### src/sv/swm_pkg.sv
// shared types for the sliding window maximum block
// no dependencies
package swm_pkg;

  localparam int SAMPLE_W = 16;
  localparam int CFG_W    = 7;
  localparam logic [CFG_W-1:0] WINDOW_RESET = CFG_W'(3);

  typedef logic signed [SAMPLE_W-1:0] sample_t;

  typedef struct packed {
    logic    step;
    logic    first;
    logic    shift;
    logic    purge;
    sample_t sample;
  } cell_ctrl_t;

endpackage

### src/sv/swm_cell.sv
// one deque cell: holds a candidate value and its age, hands entries to its left neighbor
// depends on swm_pkg
module swm_cell #(
  parameter int WINDOW_MAX = 64,
  parameter int AGE_W      = 7
) (
  input  logic                clk,
  input  logic                rst_n,
  input  swm_pkg::cell_ctrl_t ctrl,
  input  logic                keep_left,
  input  logic                right_valid,
  input  swm_pkg::sample_t    right_val,
  input  logic [AGE_W-1:0]    right_age,
  input  logic                right_p_valid,
  input  swm_pkg::sample_t    right_p_val,
  input  logic [AGE_W-1:0]    right_p_age,
  output logic                keep,
  output logic                p_valid,
  output swm_pkg::sample_t    p_val,
  output logic [AGE_W-1:0]    p_age,
  output logic                valid_q,
  output swm_pkg::sample_t    val_q,
  output logic [AGE_W-1:0]    age_q
);

  logic             valid_r, valid_nxt;
  swm_pkg::sample_t val_r, val_nxt;
  logic [AGE_W-1:0] age_r, age_nxt;
  logic [AGE_W-1:0] age_inc;

  assign keep    = valid_r && !ctrl.first && (val_r > ctrl.sample);
  assign age_inc = (age_r == AGE_W'(WINDOW_MAX)) ? age_r : age_r + AGE_W'(1);

  always_comb begin
    if (keep) begin
      p_valid = 1'b1;
      p_val   = val_r;
      p_age   = age_inc;
    end else if (keep_left) begin
      p_valid = 1'b1;
      p_val   = ctrl.sample;
      p_age   = AGE_W'(1);
    end else begin
      p_valid = 1'b0;
      p_val   = val_r;
      p_age   = age_r;
    end
  end

  always_comb begin
    valid_nxt = valid_r;
    val_nxt   = val_r;
    age_nxt   = age_r;
    if (ctrl.step) begin
      if (ctrl.shift) begin
        valid_nxt = right_p_valid;
        val_nxt   = right_p_val;
        age_nxt   = right_p_age;
      end else begin
        valid_nxt = p_valid;
        val_nxt   = p_val;
        age_nxt   = p_age;
      end
    end else if (ctrl.purge) begin
      valid_nxt = right_valid;
      val_nxt   = right_val;
      age_nxt   = right_age;
    end
  end

  always_ff @(posedge clk) begin
    if (!rst_n) begin
      valid_r <= 1'b0;
    end else begin
      valid_r <= valid_nxt;
    end
  end

  always_ff @(posedge clk) begin
    val_r <= val_nxt;
    age_r <= age_nxt;
  end

  assign valid_q = valid_r;
  assign val_q   = val_r;
  assign age_q   = age_r;

endmodule

### config.mk
export PLATFORM = sky130hd
export DESIGN_NAME = swm_cell
export DESIGN_NICKNAME = d
export VERILOG_FILES = /design/src/sv/swm_pkg.sv /design/src/sv/swm_cell.sv
export SDC_FILE = /design/constraint.sdc
export NUM_CORES = 1
export LEC_CHECK = 0
export BUFFER_PORTS_ARGS = -buffer_cell sky130_fd_sc_hd__buf_2
export CAP_MARGIN = 0
export CORE_MARGIN = 2
export CORE_UTILIZATION = 46
export DETAILED_ROUTE_END_ITERATION = 12
export GPL_TIMING_DRIVEN = 1
export HOLD_SLACK_MARGIN = 0.1
export PLACE_DENSITY = 0.92
export SYNTH_ARGS = -nofsm -noshare
export SYNTH_HDL_FRONTEND = slang
export SYNTH_SLANG_ARGS = --single-unit
### constraint.sdc
create_clock -name clk -period 3.9 [get_ports clk]
set_input_delay 0.585 -clock clk [delete_from_list [all_inputs] [get_ports clk]]
set_output_delay 0.585 -clock clk [all_outputs]
set_load 0.005 [all_outputs]
---- Word-level counts from Yosys, hierarchy flattened ----
Cells that the tools add are included.
word-level totals
  register bits after elaboration ......... 24
  input bits .............................. 71
  output and inout bits ................... 49
  word-level logic and storage cells ...... 26
operators by class
  add/sub/neg operators ................... 1
  magnitude comparators ................... 1
  equal/unequal tests ..................... 1
  muxes and demuxes ....................... 16
  reductions and logical operators ........ 4
operator list
  kind                                         number
  2-to-1 mux 16 bit                            5
  2-to-1 mux 7 bit                             6
  > comparator 16 bit                          1
  adder 7 x 1 -> 7 bit, second input constant  1
  equality test 7 bit, second input constant   1
  2-to-1 mux 1 bit                             5
  logical AND 1 bit                            2
  nonzero test 2 bit                           1
  zero test 1 bit                              1

---- Longest topological paths before layout ----
Gate-level depths: netlist (run 1).
  depth after elaboration ................. 6
  gate-level depth with buffers ........... 11
  mapped depth without buffers ............ 10

---- Worst setup path before layout (run 1) ----
No wires, ideal clock.
  path kind ............................... in2out
  start ................................... input ctrl[5] (netlist bit)
  end ..................................... output p_age[1]
  arrival time ............................ 2644 ps
  required time ........................... 3315 ps
  slack ................................... 671 ps
  stages .................................. 11
  buffers on the path ..................... 2
  path through ............................ inv_1 > ha_1 > a21oi_1 > o21ai_1 > a211o_1 > or3_1 > buf_6 > and3_1 > buf_6 > or3_4 > nand2_1
between the ends
  word-level cells in the longest chain between the ends .. 3
ends and longest elaborated chain
  what                 RTL line        source
  start, declared      swm_cell.sv:9   input swm_pkg::cell_ctrl_t ctrl,
  > comparator 16 bit  swm_cell.sv:31  assign keep = valid_r && !ctrl.first && (val_r > ctrl.sample);
  logical AND 1 bit    swm_cell.sv:31
  net keep             swm_cell.sv:17  output logic keep,
  2-to-1 mux 7 bit     swm_cell.sv:35  if (keep) begin
  end, declared        swm_cell.sv:20  output logic [AGE_W-1:0] p_age,
The timed path passes the listed nets, and every way through them passes these cells.

---- Final worst setup path (run 1) ----
  start ................................... register val_r[15], in the netlist val_q[15]
  end ..................................... output p_val[0]
between the ends
  word-level cells in the longest chain between the ends .. 3
ends and longest elaborated chain
  what                    RTL line        source
  start, declared         swm_cell.sv:27  swm_pkg::sample_t val_r, val_nxt;
  start signal, assigned  swm_cell.sv:80  val_r <= val_nxt;
  > comparator 16 bit     swm_cell.sv:31
  logical AND 1 bit       swm_cell.sv:31
  2-to-1 mux 16 bit       swm_cell.sv:35
  end, declared           swm_cell.sv:19  output swm_pkg::sample_t p_val,
No other way between the ends.

==> results of run 1 <==
## worst reg2reg max path: stages, from the launching register on
cell      delay, ps
edfxtp_1        440
ha_1            380
nand4_2         180
or4_4           600
a21oi_4         160
or3_1           310
a31o_4          320
mux2_4          340
o21a_1          190
## final timing paths
kind / start / slack (ps) / end / cells after the start
worst min register to register: val_q[1]$_DFFE_PP_ / 730 / val_q[1]$_DFFE_PP_ / 2
worst max register to register: val_q[15]$_DFFE_PP_ / 740 / val_q[0]$_DFFE_PP_ / 8
worst min-delay path: rst_n / 570 / valid_q$_SDFFE_PN0P_ / 2
worst max-delay path: val_q[15]$_DFFE_PP_ / 180 / p_val[0] / 8
## placed cells by master, fill, tap and decap left out, drive strengths merged, types with 3 or more instances in the layout
cell	n
edfxtp	23
a31oi	19
nor3	6
a31o	3
or3	3
or2	16
clkbuf	3
nand3	3
o22ai	19
a21oi	29
o21ai	3
nand4	3
and3	9
nand2	41
buf	120
inv	23
o31ai	4
ha	18
nor2	7
## cells by family (layout without fill, tap and decap cells)
kind of cell / Yosys count / after routing / share of synthesized area
mux: 2 / 2 / 0.01164
buf+inv: 38 / 147 / 0.07760
flops: 24 / 24 / 0.3149
xor+xnor: 1 / 1 / 0.003881
compound gates: 88 / 89 / 0.2761
simple gates: 96 / 96 / 0.2162
fa+ha+maj: 18 / 18 / 0.09978
## per-layer routing
layer | GRT usage | vias up | wire length (µm)
li1 | - | 1220 | -
met1 | 0.3212 | 1144 | 3047
met2 | 0.4286 | 124 | 3349
met3 | 0.01897 | 4 | 525
met4 | 0.03838 | 0 | 29
met5 | 0 | - | 0
## cell usage after synthesis, types with 2 or more instances
library cell	count	share of area
o21a_1	2	0.0066
o311a_1	2	0.0089
nand3_1	3	0.0066
ha_1	18	0.10
nand4_1	2	0.0055
clkbuf_1	9	0.015
o21ai_1	2	0.0044
nor2_1	7	0.012
edfxtp_1	23	0.31
nand2_1	41	0.068
nor2b_1	2	0.0055
buf_6	4	0.020
and3_1	9	0.025
a31oi_1	17	0.047
nor4_1	2	0.0055
o31ai_2	3	0.017
nor3_1	6	0.013
o22ai_1	19	0.053
or3_1	2	0.0055
inv_1	22	0.037
or2_1	15	0.042
a21oi_1	28	0.062
## flip-flops by register name, summed over array words and instances (netlist names)
name,flops
val_q,16
age_q,7
valid_q,1
## where the power goes
part           internal (mW)  leakage [nW]  switching [mW]
combinational          0.152          1.18           0.181
clock                 0.0707        0.0231          0.0897
sequential             0.319         0.242          0.0310
## final cells by class
class	instances	area [µm²]	share of cell area
Clock inverter	1	3.754	0.001290
Sequential cell	24	710.7	0.2443
Multi-Input combinational cell	206	1380	0.4744
Timing Repair Buffer	120	603.1	0.2073
Clock buffer	3	41.29	0.01419
Tap cell	67	83.83	0.02882
Inverter	23	86.33	0.02968
==> impl_metrics.json, run 1 <==
{
  "status": "finished clean",
  "detail-route-antenna-nets": 0,
  "die_area_um2": 5483,
  "dp_hpwl_mm": 5.092,
  "hold_ws_ps": 569.5,
  "post-place-ws_ps": 163.6,
  "post_cts_buffers": 0,
  "setup_ws_ps": 178.6,
  "dpl_cell_area_um2": 2855,
  "cts_sinks": 24,
  "h-tree-depth": 1,
  "fin_crit_ps": 3721,
  "num_vias": 2492,
  "period_share": 0.9542,
  "total_power_mw": 0.8429,
  "avgSynthCellArea_um2": 8.454,
  "cp.required_ps": 3310,
  "rsz0062_at_grt": "false",
  "hold_viol": 0,
  "die_h_um": 74.05,
  "num_rows": 25,
  "remaining_drc_errors": 0,
  "grt_usage": 0.2392,
  "cpLargestDelayFamily": "simple AND/OR/NAND/NOR gates",
  "maxSlewHeadroom": 0.4896,
  "maxCapViolCount": 0,
  "final-max-slew-violation-count": 0,
  "synth-seq-area-share": 0.3149,
  "cts_root_buffer": "clkbuf_8",
  "antenna_found_initial": 0,
  "ir_drop_uv": 138.4,
  "cts.path.max_buffers": 2,
  "critPathCaptureType": "primary output",
  "clock_latency_ps": 270,
  "cts_tree": "yes",
  "tightest_slew_ps": 763.8,
  "grt_pass1_wl_mm": 10.36,
  "layout.nets": 467,
  "drt_iter0_drc": 187,
  "critPathMaxFanout": 17,
  "syn_to_final_growth_pct": 28.88,
  "utilization": 0.6159,
  "syn_area_um2": 2257,
  "syn_inst": 267,
  "synth-edff-count": 23,
  "final_cells": 444,
  "grt_overflow": 0,
  "finalSetupViolCount": 0,
  "coreArea_um2": 4723,
  "port_buffers": 119,
  "diodes": 0,
  "die_w_um": 74.05,
  "boundaryPins": 120,
  "stdcell_area_um2": 2909,
  "path_cells": "ha_1 > nand4_2 > or4_4 > a21oi_4 > or3_1 > a31o_4 > mux2_4 > buf_2",
  "cts_hold_buf": 0,
  "cp.arrival_ps": 3140,
  "fmax_mhz": 268.7,
  "synth_ff_type": "edfxtp_1",
  "wl_per_cell_um": 15.66,
  "wl_mm": 6.951,
  "gp_congestion": 0.8533,
  "synth_cell_types": 51,
  "startpoint_type": "register",
  "setup-tns-final_ps": 0,
  "first_pass_iters": 4,
  "setup.worst_path.class": "register to primary output",
  "synthArstFlopShare": 0,
  "nFillCells": 402,
  "dp_cells": 439,
  "cts-resized-gates": 0,
  "syn-num-nets": 356,
  "initial_core_util": 0.4779,
  "hp-class": "input pin to register",
  "critPathMaxStageDelay_ps": 600,
  "grt_max_degree": 34,
  "power_density_nw_per_um2": 289.7,
  "yosys_register_bits": 24,
  "ys_warn_count": 0,
  "grt_pass1_vias": 2263,
  "skew_ps": 2.318,
  "cpMaxStageDelayCell": "or4_4",
  "cts_made_buffers": 3,
  "drive_above_1_share": 0.3687,
  "p_leak_nw": 1.442,
  "path_buf_inv": 1,
  "avgViaCountPerCell": 5.613,
  "clk_pin_slew_worst_paths_ps": 90
}
Power figures use the tool's default switching activity.
==> inputs of run 2 (changes only) <==
--- a/config.mk
+++ b/config.mk
@@ -10,7 +10,7 @@
 export CORE_MARGIN = 2
 export CORE_UTILIZATION = 46
 export DETAILED_ROUTE_END_ITERATION = 12
-export GPL_TIMING_DRIVEN = 1
+export GPL_TIMING_DRIVEN = 0
 export HOLD_SLACK_MARGIN = 0.1
 export PLACE_DENSITY = 0.92
 export SYNTH_ARGS = -nofsm -noshare
==> impl_metrics.json, run 2 (same netlist as run 1, synthesis figures left out) <==
{
  "die_area_um2": 5483,
  "startpoint_type": "register",
  "setup-tns-final_ps": 0,
  "hp-class": "input pin to register",
  "wl_per_cell_um": 15.77,
  "initial_core_util": 0.4779,
  "rsz0062_at_grt": "false",
  "finalSetupViolCount": 0,
  "grt_pass1_vias": 2415,
  "ir_drop_uv": 141.8,
  "setup.worst_path.class": "register to primary output",
  "port_buffers": 118,
  "fmax_mhz": 271.9,
  "cts-resized-gates": 0,
  "boundaryPins": 120,
  "syn_to_final_growth_pct": 31.87,
  "critPathMaxFanout": 10,
  "p_sw_frac": 0.3521,
  "cts_tree": "yes",
  "fin_crit_ps": 3678,
  "net-switching-power_mw": 0.2997,
  "coreArea_um2": 4723,
  "h-tree-depth": 1,
  "maxSlewHeadroom": 0.5787,
  "num_vias": 2555,
  "tightest_slew_ps": 631.9,
  "post_cts_buffers": 0,
  "antenna_found_initial": 0,
  "diodes": 0,
  "layout.nets": 479,
  "remaining_drc_errors": 0,
  "final_common_cell": "buf_2",
  "cp.arrival_ps": 3090,
  "utilization": 0.6302,
  "die_w_um": 74.05,
  "dp_hpwl_mm": 5.581,
  "hold_viol": 0,
  "critPathCaptureType": "primary output",
  "dp_cells": 452,
  "detail-route-antenna-nets": 0,
  "final-max-slew-violation-count": 0,
  "pwr-share-comb": 0.404,
  "die_h_um": 74.05,
  "grt_usage": 0.2620,
  "drive_above_1_share": 0.3650,
  "period_share": 0.9430,
  "wl_mm": 7.192,
  "grt_pass1_wl_mm": 11.13,
  "cts_root_buffer": "clkbuf_8",
  "power_density_nw_per_um2": 285.9,
  "largest_reg_flops": 16,
  "power_frac_clock": 0.187,
  "maxCapViolCount": 0,
  "final_cells": 456,
  "gp_congestion": 0.8270,
  "cts_hold_buf": 0,
  "p_int_mw": 0.5513,
  "p_leak_nw": 1.472,
  "first_pass_iters": 5,
  "drt_iter0_drc": 150,
  "skew_ps": 8.097,
  "num_rows": 25,
  "avgViaCountPerCell": 5.603,
  "final_cell_mix": "buf_2 (119), nand2_1 (41), a21oi_1 (28)",
  "status": "finished clean",
  "grt_max_degree": 24,
  "grt_overflow": 0,
  "clk_pin_slew_worst_paths_ps": 100,
  "cts_sinks": 24,
  "p_seq_frac": 0.410,
  "clock_latency_ps": 270,
  "cts.path.max_buffers": 2,
  "cp.required_ps": 3310,
  "cts_made_buffers": 3
}
==> run 2: cell count changes in the layout (fill, tap and decap cells not counted), sizes merged <==
| cell | previous run | this run |
|---|---|---|
| a31o | 3 | 2 |
| buf | 120 | 123 |
| clkbuf | 3 | 14 |
| clkinv | 1 | 0 |
==> run 2: cell type report <==
class / count / area (µm²)
fill: 421 / 1747
multi-input combinational: 205 / 1371
sequential: 24 / 710.7
timing repair buffer: 118 / 590.6
buffer: 15 / 88.84
inverter: 23 / 86.33
tap: 67 / 83.83
clock buffer: 4 / 45.04
==> run 2: critical path, cell delays in order, from the launching register on <==
cell and delay (ps):
edfxtp_1 450, ha_1 390, nand4_2 170, or4_4 610, a21oi_4 160, or3_1 150
buf_6 130, a31o_4 190, buf_2 270, nand2_1 110, nand2_1 80, buf_2 120
==> run 2: path summary, 6_finish.rpt <==
kind	from	to	slack, ps	cells past startpoint
max	val_q[15]$_DFFE_PP_	p_val[14]	220	11
min	rst_n	valid_q$_SDFFE_PN0P_	580	2
max reg2reg	val_q[15]$_DFFE_PP_	age_q[4]$_DFFE_PP_	890	10
min reg2reg	val_q[6]$_DFFE_PP_	val_q[6]$_DFFE_PP_	720	2
==> run 2: layer usage <==
layer	GRT usage	vias to the layer above	part of all wire
li1	-	1243	-
met1	0.3272	1170	0.40
met2	0.4673	131	0.49
met3	0.04201	11	0.088
met4	0.07273	0	0.016
met5	0	-	0
==> run 2: metrics by stage <==
step	setup slack [ps]	hold WS (ps)	total power [mW]	area, µm²
after floorplan	670.8	684.5	0.5479	2257
after global placement	289.0	683.2	0.6822	2932
after detailed placement	278.1	700.7	0.6939	2932
after CTS	237.5	580.0	0.8523	2977
after global routing	64.97	593.6	0.9067	2977
final	222.1	582.4	0.8510	2977
==> run 2: power by group through the flow <==
stage | sequential, mW | combinational (mW) | clock [mW]
after floorplan | 0.351 | 0.197 | 0
after global placement | 0.352 | 0.330 | 0
after detailed placement | 0.354 | 0.340 | 0
after CTS | 0.348 | 0.342 | 0.162
after global routing | 0.353 | 0.384 | 0.170
final | 0.349 | 0.344 | 0.159
